`config.mk`:
```
export PLATFORM = sky130hd
export DESIGN_NAME = ordered_array_list
export DESIGN_NICKNAME = d
export VERILOG_FILES = /design/src/sv/oal_pkg.sv /design/src/sv/oal_ram.sv /design/src/sv/oal_ctrl.sv /design/src/sv/oal_dp.sv /design/src/sv/ordered_array_list.sv
export SDC_FILE = /design/constraint.sdc
export NUM_CORES = 2
export LEC_CHECK = 0
export ABC_AREA = 1
export BUFFER_PORTS_ARGS = -buffer_cell sky130_fd_sc_hd__buf_4
export CELL_PAD_IN_SITES_DETAIL_PLACEMENT = 0
export CELL_PAD_IN_SITES_GLOBAL_PLACEMENT = 1
export CORE_UTILIZATION = 52
export DETAILED_ROUTE_END_ITERATION = 8
export GPL_TIMING_DRIVEN = 0
export PLACE_DENSITY_LB_ADDON = 0.08
export SYNTH_ARGS = -nofsm -noshare
export SYNTH_HDL_FRONTEND = slang
export SYNTH_HIERARCHICAL = 1
export SYNTH_SLANG_ARGS = --single-unit
```
`constraint.sdc`:
```
create_clock -name clock -period 7.92 [get_ports clock]
set_input_delay 1.188 -clock clock [delete_from_list [all_inputs] [get_ports clock]]
set_output_delay 1.188 -clock clock [all_outputs]
set_load 0.01 [all_outputs]
```
`src/sv/oal_pkg.sv`:
```
// Shared types and constants for the ordered array list.
// Depends on nothing; oal_ctrl, oal_dp, the top and the testbench import it.
package oal_pkg;

   localparam int CAPACITY = 64;
   localparam int DATA_W   = 32;
   localparam int POS_W    = 7;
   localparam int COUNT_W  = 7;
   localparam int IDX_W    = $clog2(CAPACITY);
   localparam int CNT_W    = $clog2(CAPACITY + 1);
   localparam int CMP_W    = (CNT_W > POS_W) ? CNT_W : POS_W;

   typedef enum logic [1:0] {
      OP_APPEND = 2'd0,
      OP_INSERT = 2'd1,
      OP_ERASE  = 2'd2,
      OP_GET    = 2'd3
   } op_type;

   typedef enum logic [1:0] {
      ST_DONE = 2'd0,
      ST_BAD  = 2'd1,
      ST_FULL = 2'd2
   } status_type;

   typedef enum logic [2:0] {
      S_IDLE,
      S_DECODE,
      S_CHECK,
      S_READ,
      S_WRITE,
      S_GET,
      S_DONE
   } state_type;

   // controller -> datapath
   typedef struct packed {
      logic latch;      // take the request fields
      logic rd_en;      // read the store at the source address
      logic wr_shift;   // write the moved entry at the cursor
      logic wr_final;   // write the new value at the cursor
      logic step;       // advance the cursor one entry
      logic cnt_inc;
      logic cnt_dec;
      logic load_rsp;   // load the output register
   } cmd_type;

   // datapath -> controller
   typedef struct packed {
      op_type op;
      logic   ok;       // request passed its index and space checks
      logic   at_end;   // cursor reached the end of the move
      logic   rsp_free; // output register can take a result
   } sts_type;

endpackage

```
`src/sv/oal_ram.sv`:
```
// Generic single-write, single-read RAM with registered read data.
// Depends on nothing.
module oal_ram #(
   parameter int WIDTH = 32,
   parameter int DEPTH = 64
) (
   input  logic                     clock,
   input  logic                     wr_en,
   input  logic [$clog2(DEPTH)-1:0] wr_addr,
   input  logic [WIDTH-1:0]         wr_data,
   input  logic                     rd_en,
   input  logic [$clog2(DEPTH)-1:0] rd_addr,
   output logic [WIDTH-1:0]         rd_data
);

   logic [WIDTH-1:0] mem_ff [DEPTH];
   logic [WIDTH-1:0] rd_data_ff;

   always_ff @(posedge clock) begin
      if (wr_en) begin
         mem_ff[wr_addr] <= wr_data;
      end
      if (rd_en) begin
         rd_data_ff <= mem_ff[rd_addr];
      end
   end

   assign rd_data = rd_data_ff;

endmodule

```
`src/sv/oal_ctrl.sv`:
```
// Sequencer for the ordered array list: decode, entry moves, result hand-off.
// Depends on oal_pkg.
module oal_ctrl
   import oal_pkg::*;
(
   input  logic    clock,
   input  logic    reset,
   input  logic    req_valid,
   output logic    req_ready,
   input  sts_type sts,
   output cmd_type cmd
);

   state_type state_ff, state_in;

   always_ff @(posedge clock) begin
      if (reset) begin
         state_ff <= S_IDLE;
      end else begin
         state_ff <= state_in;
      end
   end

   always_comb begin
      state_in  = state_ff;
      cmd       = '0;
      req_ready = 1'b0;
      unique case (state_ff)
         S_IDLE: begin
            req_ready = !reset;
            if (req_valid && !reset) begin
               cmd.latch = 1'b1;
               state_in  = S_DECODE;
            end
         end
         S_DECODE: begin
            priority if (!sts.ok) begin
               state_in = S_DONE;
            end else if (sts.op == OP_GET) begin
               state_in = S_GET;
            end else begin
               state_in = S_CHECK;
            end
         end
         S_CHECK: begin
            if (sts.at_end) begin
               if (sts.op == OP_ERASE) begin
                  cmd.cnt_dec = 1'b1;
               end else begin
                  cmd.wr_final = 1'b1;
                  cmd.cnt_inc  = 1'b1;
               end
               state_in = S_DONE;
            end else begin
               state_in = S_READ;
            end
         end
         S_READ: begin
            cmd.rd_en = 1'b1;
            state_in  = S_WRITE;
         end
         S_WRITE: begin
            cmd.wr_shift = 1'b1;
            cmd.step     = 1'b1;
            state_in     = S_CHECK;
         end
         S_GET: begin
            cmd.rd_en = 1'b1;
            state_in  = S_DONE;
         end
         S_DONE: begin
            if (sts.rsp_free) begin
               cmd.load_rsp = 1'b1;
               state_in     = S_IDLE;
            end
         end
         default: begin
            state_in = S_IDLE;
         end
      endcase
   end

endmodule

```
`src/sv/oal_dp.sv`:
```
// Datapath for the ordered array list: count, cursor, element store, output register.
// Depends on oal_pkg and oal_ram.
module oal_dp
   import oal_pkg::*;
(
   input  logic                       clock,
   input  logic                       reset,
   input  cmd_type                    cmd,
   output sts_type                    sts,
   input  logic [1:0]                 req_type,
   input  logic [POS_W-1:0]           req_position,
   input  logic signed [DATA_W-1:0]   req_value_in,
   output logic                       rsp_valid,
   input  logic                       rsp_ready,
   output logic signed [DATA_W-1:0]   rsp_read_value,
   output logic [1:0]                 rsp_status,
   output logic [COUNT_W-1:0]         rsp_entry_count,
   output logic                       rsp_is_empty
);

   op_type              op_ff;
   status_type          stat_ff, stat_in;
   logic [IDX_W-1:0]    pos_ff;
   logic [IDX_W-1:0]    cur_ff;
   logic [DATA_W-1:0]   val_ff;
   logic [CNT_W-1:0]    cnt_ff;
   logic                rsp_valid_ff;
   logic [DATA_W-1:0]   rsp_value_ff;
   logic [1:0]          rsp_status_ff;
   logic [COUNT_W-1:0]  rsp_count_ff;
   logic                rsp_empty_ff;

   op_type              req_op;
   logic [CMP_W-1:0]    pos_cmp;
   logic [CMP_W-1:0]    cnt_cmp;
   logic                full;
   logic [IDX_W-1:0]    rd_addr;
   logic [IDX_W-1:0]    wr_addr;
   logic [DATA_W-1:0]   wr_data;
   logic [DATA_W-1:0]   rd_data;
   logic [DATA_W-1:0]   rsp_value_in;

   assign req_op  = op_type'(req_type);
   assign pos_cmp = CMP_W'(req_position);
   assign cnt_cmp = CMP_W'(cnt_ff);
   assign full    = (cnt_ff == CNT_W'(CAPACITY));

   // index check first, then space
   always_comb begin
      stat_in = ST_DONE;
      unique case (req_op)
         OP_APPEND: if (full) stat_in = ST_FULL;
         OP_INSERT: begin
            priority if (pos_cmp > cnt_cmp) begin
               stat_in = ST_BAD;
            end else if (full) begin
               stat_in = ST_FULL;
            end
         end
         OP_ERASE,
         OP_GET:    if (pos_cmp >= cnt_cmp) stat_in = ST_BAD;
         default:   stat_in = ST_DONE;
      endcase
   end

   always_ff @(posedge clock) begin
      if (cmd.latch) begin
         op_ff   <= req_op;
         stat_ff <= stat_in;
         val_ff  <= req_value_in;
         // append writes at the tail, same path as insert there
         if (req_op == OP_APPEND) begin
            pos_ff <= IDX_W'(cnt_ff);
         end else begin
            pos_ff <= IDX_W'(req_position);
         end
         if (req_op == OP_APPEND || req_op == OP_INSERT) begin
            cur_ff <= IDX_W'(cnt_ff);
         end else begin
            cur_ff <= IDX_W'(req_position);
         end
      end else if (cmd.step) begin
         if (op_ff == OP_ERASE) begin
            cur_ff <= cur_ff + IDX_W'(1);
         end else begin
            cur_ff <= cur_ff - IDX_W'(1);
         end
      end
   end

   always_ff @(posedge clock) begin
      if (reset) begin
         cnt_ff <= '0;
      end else if (cmd.cnt_inc) begin
         cnt_ff <= cnt_ff + CNT_W'(1);
      end else if (cmd.cnt_dec) begin
         cnt_ff <= cnt_ff - CNT_W'(1);
      end
   end

   // insert pulls from below the cursor, erase from above
   always_comb begin
      unique case (op_ff)
         OP_ERASE:  rd_addr = cur_ff + IDX_W'(1);
         OP_GET:    rd_addr = cur_ff;
         default:   rd_addr = cur_ff - IDX_W'(1);
      endcase
   end

   assign wr_addr = cur_ff;
   assign wr_data = cmd.wr_final ? val_ff : rd_data;

   oal_ram #(
      .WIDTH (DATA_W),
      .DEPTH (CAPACITY)
   ) u_ram (
      .clock   (clock),
      .wr_en   (cmd.wr_shift | cmd.wr_final),
      .wr_addr (wr_addr),
      .wr_data (wr_data),
      .rd_en   (cmd.rd_en),
      .rd_addr (rd_addr),
      .rd_data (rd_data)
   );

   always_comb begin
      sts.op       = op_ff;
      sts.ok       = (stat_ff == ST_DONE);
      sts.rsp_free = !rsp_valid_ff || rsp_ready;
      if (op_ff == OP_ERASE) begin
         sts.at_end = ((CNT_W'(cur_ff) + CNT_W'(1)) == cnt_ff);
      end else begin
         sts.at_end = (cur_ff == pos_ff);
      end
   end

   always_comb begin
      rsp_value_in = '0;
      if (op_ff == OP_GET) begin
         rsp_value_in = (stat_ff == ST_DONE) ? rd_data : '1;
      end
   end

   always_ff @(posedge clock) begin
      if (reset) begin
         rsp_valid_ff <= 1'b0;
      end else if (cmd.load_rsp) begin
         rsp_valid_ff <= 1'b1;
      end else if (rsp_ready) begin
         rsp_valid_ff <= 1'b0;
      end
   end

   always_ff @(posedge clock) begin
      if (cmd.load_rsp) begin
         rsp_value_ff  <= rsp_value_in;
         rsp_status_ff <= stat_ff;
         rsp_count_ff  <= COUNT_W'(cnt_ff);
         rsp_empty_ff  <= (cnt_ff == '0);
      end
   end

   assign rsp_valid       = rsp_valid_ff;
   assign rsp_read_value  = $signed(rsp_value_ff);
   assign rsp_status      = rsp_status_ff;
   assign rsp_entry_count = rsp_count_ff;
   assign rsp_is_empty    = rsp_empty_ff;

endmodule

```
`src/sv/ordered_array_list.sv`:
```
// Top level of the ordered array list: sequencer plus datapath.
// Depends on oal_pkg, oal_ctrl, oal_dp (and through it oal_ram).
//
//   channel | direction | handshake             | payload
//   req_    | in        | req_valid / req_ready | req_type, req_position, req_value_in
//   rsp_    | out       | rsp_valid / rsp_ready | rsp_read_value, rsp_status,
//           |           |                       | rsp_entry_count, rsp_is_empty
//
// One request at a time. Get runs accept, decode, RAM read, result load; append runs
// accept, decode, a check that writes the value, result load; a refused request runs
// accept, decode, result load. Insert moves (count - position) entries, erase (count -
// position - 1), each through check, read and write, as the RAM read data is registered.
// Reset clears the count and the handshake state; the store needs no clearing,
// since only entries below the count are ever read. No request is taken in reset.
// The output register parts the channels: the next request is taken while a
// result waits; a stalled result holds the sequencer only at its hand-off.
module ordered_array_list
   import oal_pkg::*;
(
   input  logic                      clock,
   input  logic                      reset,
   input  logic                      req_valid,
   output logic                      req_ready,
   input  logic [1:0]                req_type,
   input  logic [POS_W-1:0]          req_position,
   input  logic signed [DATA_W-1:0]  req_value_in,
   output logic                      rsp_valid,
   input  logic                      rsp_ready,
   output logic signed [DATA_W-1:0]  rsp_read_value,
   output logic [1:0]                rsp_status,
   output logic [COUNT_W-1:0]        rsp_entry_count,
   output logic                      rsp_is_empty
);

   // commands down, status up
   cmd_type cmd;
   sts_type sts;

   // sequencer: decode, move loop, result hand-off
   oal_ctrl u_ctrl (
      .clock     (clock),
      .reset     (reset),
      .req_valid (req_valid),
      .req_ready (req_ready),
      .sts       (sts),
      .cmd       (cmd)
   );

   // datapath: count, cursor, element RAM, output register
   oal_dp u_dp (
      .clock           (clock),
      .reset           (reset),
      .cmd             (cmd),
      .sts             (sts),
      .req_type        (req_type),
      .req_position    (req_position),
      .req_value_in    (req_value_in),
      .rsp_valid       (rsp_valid),
      .rsp_ready       (rsp_ready),
      .rsp_read_value  (rsp_read_value),
      .rsp_status      (rsp_status),
      .rsp_entry_count (rsp_entry_count),
      .rsp_is_empty    (rsp_is_empty)
   );

endmodule

```
Word level (Yosys, flattened, before mapping)
Memories as Yosys holds them, arrays and structs flattened. A register that Yosys moved wholly into a read port is not among the register bits. Cells that the tools add are included.

Add/subtract/negate cells: 5. $mul: 0. Divide/modulo/power cells: 0. $lt $le $gt $ge: 2. Equality and inequality tests: 16. Shift-type cells: 0. Multiplexer cells: 38. Bitwise logic cells: 1. Reduce and logical (&&, ||, !) cells: 15.

Operators with widths (count): two-way mux 32 bit (2); two-way mux 6 bit (5); case mux 3 bit (7 select lines) (1); two-way mux 1 bit (17); two-way mux 3 bit (5); two-way mux 7 bit (2); case mux 6 bit (2 select lines) (1); == test 3 bit, second input constant (3); == test 2 bit, second input constant (4); two-way mux 2 bit (4); adder 6 x 1 -> 7 bit, second input constant (1); adder 7 x 1 -> 7 bit, second input constant (1); == test 7 bit (1); == test 7 bit, second input constant (1); >= comparator 7 bit (1); > comparator 7 bit (1); zero test 7 bit (1); subtractor 7 x 1 -> 7 bit, second input constant (1); adder 6 x 1 -> 6 bit, second input constant (1); == test 3 x 2 -> 1 bit, second input constant (2); == test 6 bit (1); case mux 2 bit (3 select lines) (1); nonzero test 2 bit (3); subtractor 6 x 1 -> 6 bit, second input constant (1); 12 further kinds (16).

Register bits after elaboration: 101. Bits in latches: 0. RAM bits: 2048. Bits in read-only memories: 0. Bits of input ports: 45. Output and inout port bits: 44. Word-level logic and storage cells: 90. Memories kept: 1.

Memories: u_dp.u_ram.mem_ff (depth 64, bits a word 32, read ports 1, clocked after memory_dff 1, write ports 1, RTL line oal_ram.sv:16) `logic [WIDTH-1:0] mem_ff [DEPTH];`.

Longest topological paths before layout
Depth after elaboration: 8. Gate-level depth with buffers: 23. Mapped depth without buffers: 23.

Cells and area by module
The synthesis kept the hierarchy.

Modules (own cells, without submodules): oal_ram (instances 1, cells an instance 6769, area each 83058.4 µm², seq. area each 62459.9 µm²); oal_dp (instances 1, cells an instance 486, area each 4830.9 µm², seq. area each 2862.7 µm²); oal_ctrl (instances 1, cells an instance 50, area each 294.0 µm², seq. area each 60.1 µm²).

Worst setup path after synthesis
OpenSTA, ideal clock, no wires.

Path type: register -> register. Start: register u_dp.cur_ff[0]. End: memory u_dp.u_ram.mem_ff[48][0] (enable). Setup time: 502 ps. Arrival: 5729 ps. Data required time: 7418 ps. Slack: 1689 ps. Stages on the path, launching flop included: 19. Buffers on the path: 4. Period minus slack after synthesis: 6231 ps. Path through: edfxtp_1 -> buf_6 -> inv_2 -> ha_1 -> nand2_1 -> nand3_1 -> nor2_1 -> nand3_1 -> nor2_1 -> nand2_1 -> nand2_1 -> nand4_1 -> nor2_1 -> buf_4 -> buf_2 -> or2_2 -> clkbuf_1 -> nand4_1 -> nor4_1.

RTL lines: start, declared (RTL line oal_dp.sv:24) `logic [IDX_W-1:0] cur_ff;`; start signal, assigned (RTL line oal_dp.sv:78) `cur_ff <= IDX_W'(cnt_ff);`; start signal, assigned (RTL line oal_dp.sv:80) `cur_ff <= IDX_W'(req_position);`; start signal, assigned (RTL line oal_dp.sv:84) `cur_ff <= cur_ff + IDX_W'(1);`; end, declared (RTL line oal_ram.sv:16).

==> results.md <==
* Vias at 65350
* Max_cap viols at 1
* Slew HR at -0.01386
* DR pass1 iterations at 9
* Lkg Pwr at 37.07 nW
* Area taken by multi-input logic gates at 20920 sq um
* Starting DRC count in detailed routing at 11770
* Post-synthesis mux area share at 0
* # H-tree levels at 4
* Avg Cell Area, Syn at 12.07 sq um
* Fin crit period at 6341 ps
* WP data required at 8490 ps
* Post-route ant nets at 0
* Reg2reg end: u_dp/u_ram/mem_ff[55][16]$_DFFE_PP_
* Post-Syn Nets at between 7000 and 8000
* Buffers on Ports at 88
* Vias per inst at approximately 6.4
* Setup ws final at between 1500 and 2000 ps
* EDFF count, synth at 2170
* # fillers at 13240
* Dpl hpwl at 249800 microns
* Total routed wirelength at 353200 microns
* Failing checks: max-capacitance violations, max-slew violations
* Share of layout cells above drive strength 1 at 0.1359
* Grt ovf at 0
* Row cnt at 150
* Setup Skew at 31.49 ps
* Critical Path Fanout Max at 10
* Drt wl/cell at 34.56 microns
* Peak Freq at 157.7 MHz
* Initial Utilization at 0.5256
* Leading area contributor after synthesis: edfxtp_1
* Asr flop ratio synth at 0
* Commonest non-fill, non-tap cells in the layout: nand2_1 (2341), edfxtp_1 (2170), nand3_1 (1940)
* Die Wd at just over 400 microns
* WHS Endpoint: u_dp/rsp_status[0]$_DFFE_PP_
* Hold_sp: u_dp/stat_ff[0]$_DFFE_PP_
* Placer Congestion at 0.9896
* Vias in the first global route at 57970
* Post-CTS setup buffer count at 0
* TritonCTS buffer count at ~220
* Crit. End Element: register
* Remaining DRCs at 0
* Maximum number of pins on one net before global-route repair at 38
* Slew @ Worst Pin at approximately 1500 ps
* Cells after synthesis at 7305
* Post-synth top area share at 0.7389
* Sequential element share of the synthesized area at 0.7414
* FF+latch area at 65380 sq um
* Yosys Warn Count at 6
* Distinct cells, synth at 41
* Final nets at 7887
* Count of final hold-check violations at 0
* Start of the worst register-to-register path: u_dp/cur_ff[1]$_DFFE_PP_
* Hold Path Depth at 0
* Post-Synth Adder-Cell Area at 0.002213
* Critical path class: reg2reg
* Status: complete, but fails checks
* Pre-CTS setup slack at 1708 ps
* Die Height at approximately 410 microns
* Clk Latency, worst-skew pair at 880 ps
* Reg2reg path depth at 23
* Commonest non-fill, non-tap cell in the layout: nand2_1
* Simple-Gate Fraction of Synth Area at 0.2171
* Fin. max-slew vios at 11
* Synth Area in XOR/XNOR at 0.001093
* Pwr Total at between 0.03 and 0.04 W
* CTS tree: built
* P per Cell Area at roughly 380 nW/um^2
* Compound-gate portion of the synthesized area at 0.007321
* RSZ-0062 raised after global routing: false
* Clock Tree Root: clkbuf_16
* Post-synth top flop: edfxtp_1
* Hold Path Class: reg2reg
* Hold buffers post-CTS at 0
* Final setup vio count at 0
* Die area at 171200 sq um
* Arr. time, crit path at 6920 ps
* Synth top area cells: edfxtp_1 (74%), nand3_1 (11%), nand2_1 (10%), buf_2 (1.7%), buf_4 (0.41%)
* First-pass GRT wire length at 473700 microns
* Clock Path Buffers at 3
* Mapped Area at about 88000 sq um
* Reg clk slew, reported paths at 60 ps
* Max VDD drop at between 0.0002 and 0.0003 V
* Area grow syn2layout at 16.88%
* GRT Util Overall at 0.4104
* Antenna violations before repair at 29
* Core area at between 150000 and 200000 sq um
* Top Ports at 89
* Final worst path period share at 0.8007
* R2r setup slk at about 1600 ps
* CTS sink cnt at 2181
* Flops & latches, synth at 2181
* Post-CTS resize count at 0
* CP startpoint kind: register
* Main combinational cell family by area after synthesis: simple AND/OR/NAND/NOR gates
==> area by class of cell <==
| cell class | instances | area share |
|---|---|---|
| clock buffer | 267 | 0.05657 |
| tap | 2204 | 0.02676 |
| inverter | 92 | 0.003375 |
| antenna | 6 | 0.0001457 |
| multi-input combinational | 4561 | 0.2030 |
| buffer | 471 | 0.02306 |
| timing repair buffer | 299 | 0.04148 |
| sequential | 2181 | 0.6344 |
| clock inverter | 141 | 0.01125 |
==> cell families after synthesis <==
group / Yosys count
compound gates: 122
xor+xnor: 11
flops: 2181
buf+inv: 563
fa+ha+maj: 15
simple gates: 4413
==> sequential cells by signal, summed over array words and instances, names as in the netlist, 3 cells and up <==
signal,flops
u_dp/cur_ff,6
u_dp/u_ram/rd_data,32
u_ctrl/state_ff,3
u_dp/val_ff,32
u_dp/rsp_entry_count,7
u_dp/rsp_read_value,32
u_dp/u_ram/mem_ff,2048
u_dp/pos_ff,6
u_dp/cnt_cmp,7
==> synth_stat cells (9+ instances only) <==
cell type,n
nand3_1,1940
buf_4,48
dfxtp_1,11
nand2_1,2341
inv_2,10
nor4_1,9
buf_2,291
ha_1,14
clkbuf_1,84
edfxtp_1,2170
inv_1,81
buf_1,40
a21oi_1,62
o21ai_0,47
nor2_1,84
nand4_1,18
==> stage by stage <==
step | util | instance area [sq um] | std cells | setup TNS, ps | hold slack [ps]
after global routing | 0.6142 | 103100 | 10220 | 0 | 469.7
final | 0.6143 | 103100 | 10220 | 0 | 454.7
after CTS | 0.6141 | 103000 | 10220 | 0 | 453.6
after global placement | 0.5459 | 91600 | 9597 | -9108560 | 437.0
after detailed placement | 0.5724 | 96050 | 9807 | 0 | 437.7
after floorplan | - | 88180 | 7305 | 0 | 427.2
==> report_power, final <==
group	total [W]	switching (W)	internal, W
clock network	0.0102	0.00451	0.00571
logic	0.0159	0.0124	0.00350
registers	0.0134	0.000106	0.0133
total	0.0396	0.0171	0.0225
==> worst max-delay path by stage <==
stage	from	endpoint	slack [ps]	cells past startpoint
finish	u_dp/cur_ff[1]$_DFFE_PP_	u_dp/u_ram/mem_ff[55][16]$_DFFE_PP_	1580	23
floorplan	u_dp/cur_ff[0]$_DFFE_PP_	u_dp/u_ram/mem_ff[48][0]$_DFFE_PP_	1690	18
global placement	u_dp/cur_ff[1]$_DFFE_PP_	u_dp/u_ram/mem_ff[50][11]$_DFFE_PP_	-6240	18
global route	u_dp/cur_ff[1]$_DFFE_PP_	u_dp/u_ram/mem_ff[55][16]$_DFFE_PP_	1300	23
detailed placement	u_dp/cur_ff[1]$_DFFE_PP_	u_dp/u_ram/mem_ff[55][16]$_DFFE_PP_	1710	23
CTS	u_dp/cur_ff[1]$_DFFE_PP_	u_dp/u_ram/mem_ff[55][16]$_DFFE_PP_	1700	23
==> layer usage <==
layer | vias up | share of wire | GRT usage
met5 | - | 0.00089 | 0.007631
met2 | 5021 | 0.42 | 0.5868
met4 | 24 | 0.064 | 0.2174
met3 | 951 | 0.15 | 0.1227
met1 | 32250 | 0.37 | 0.5659
li1 | 27100 | - | -
==> worst max-delay path, cell delays in order (launching register included) <==
cell and delay (ps):
edfxtp_1 730, inv_1 130, ha_1 380, inv_1 70, nand2_1 60, nand3_1 80
nor2_1 110, nand3_1 90, nor2_1 80, nand2_1 50, nand2_1 120, nand4_1 200
nor2_1 340, buf_4 180, buf_2 310, or2_2 250, clkbuf_1 350, nand4_1 490
nor4_2 970, buf_6 250, buf_4 220, buf_4 220, buf_4 170, buf_4 160
(Power assumes the default switching activity.)
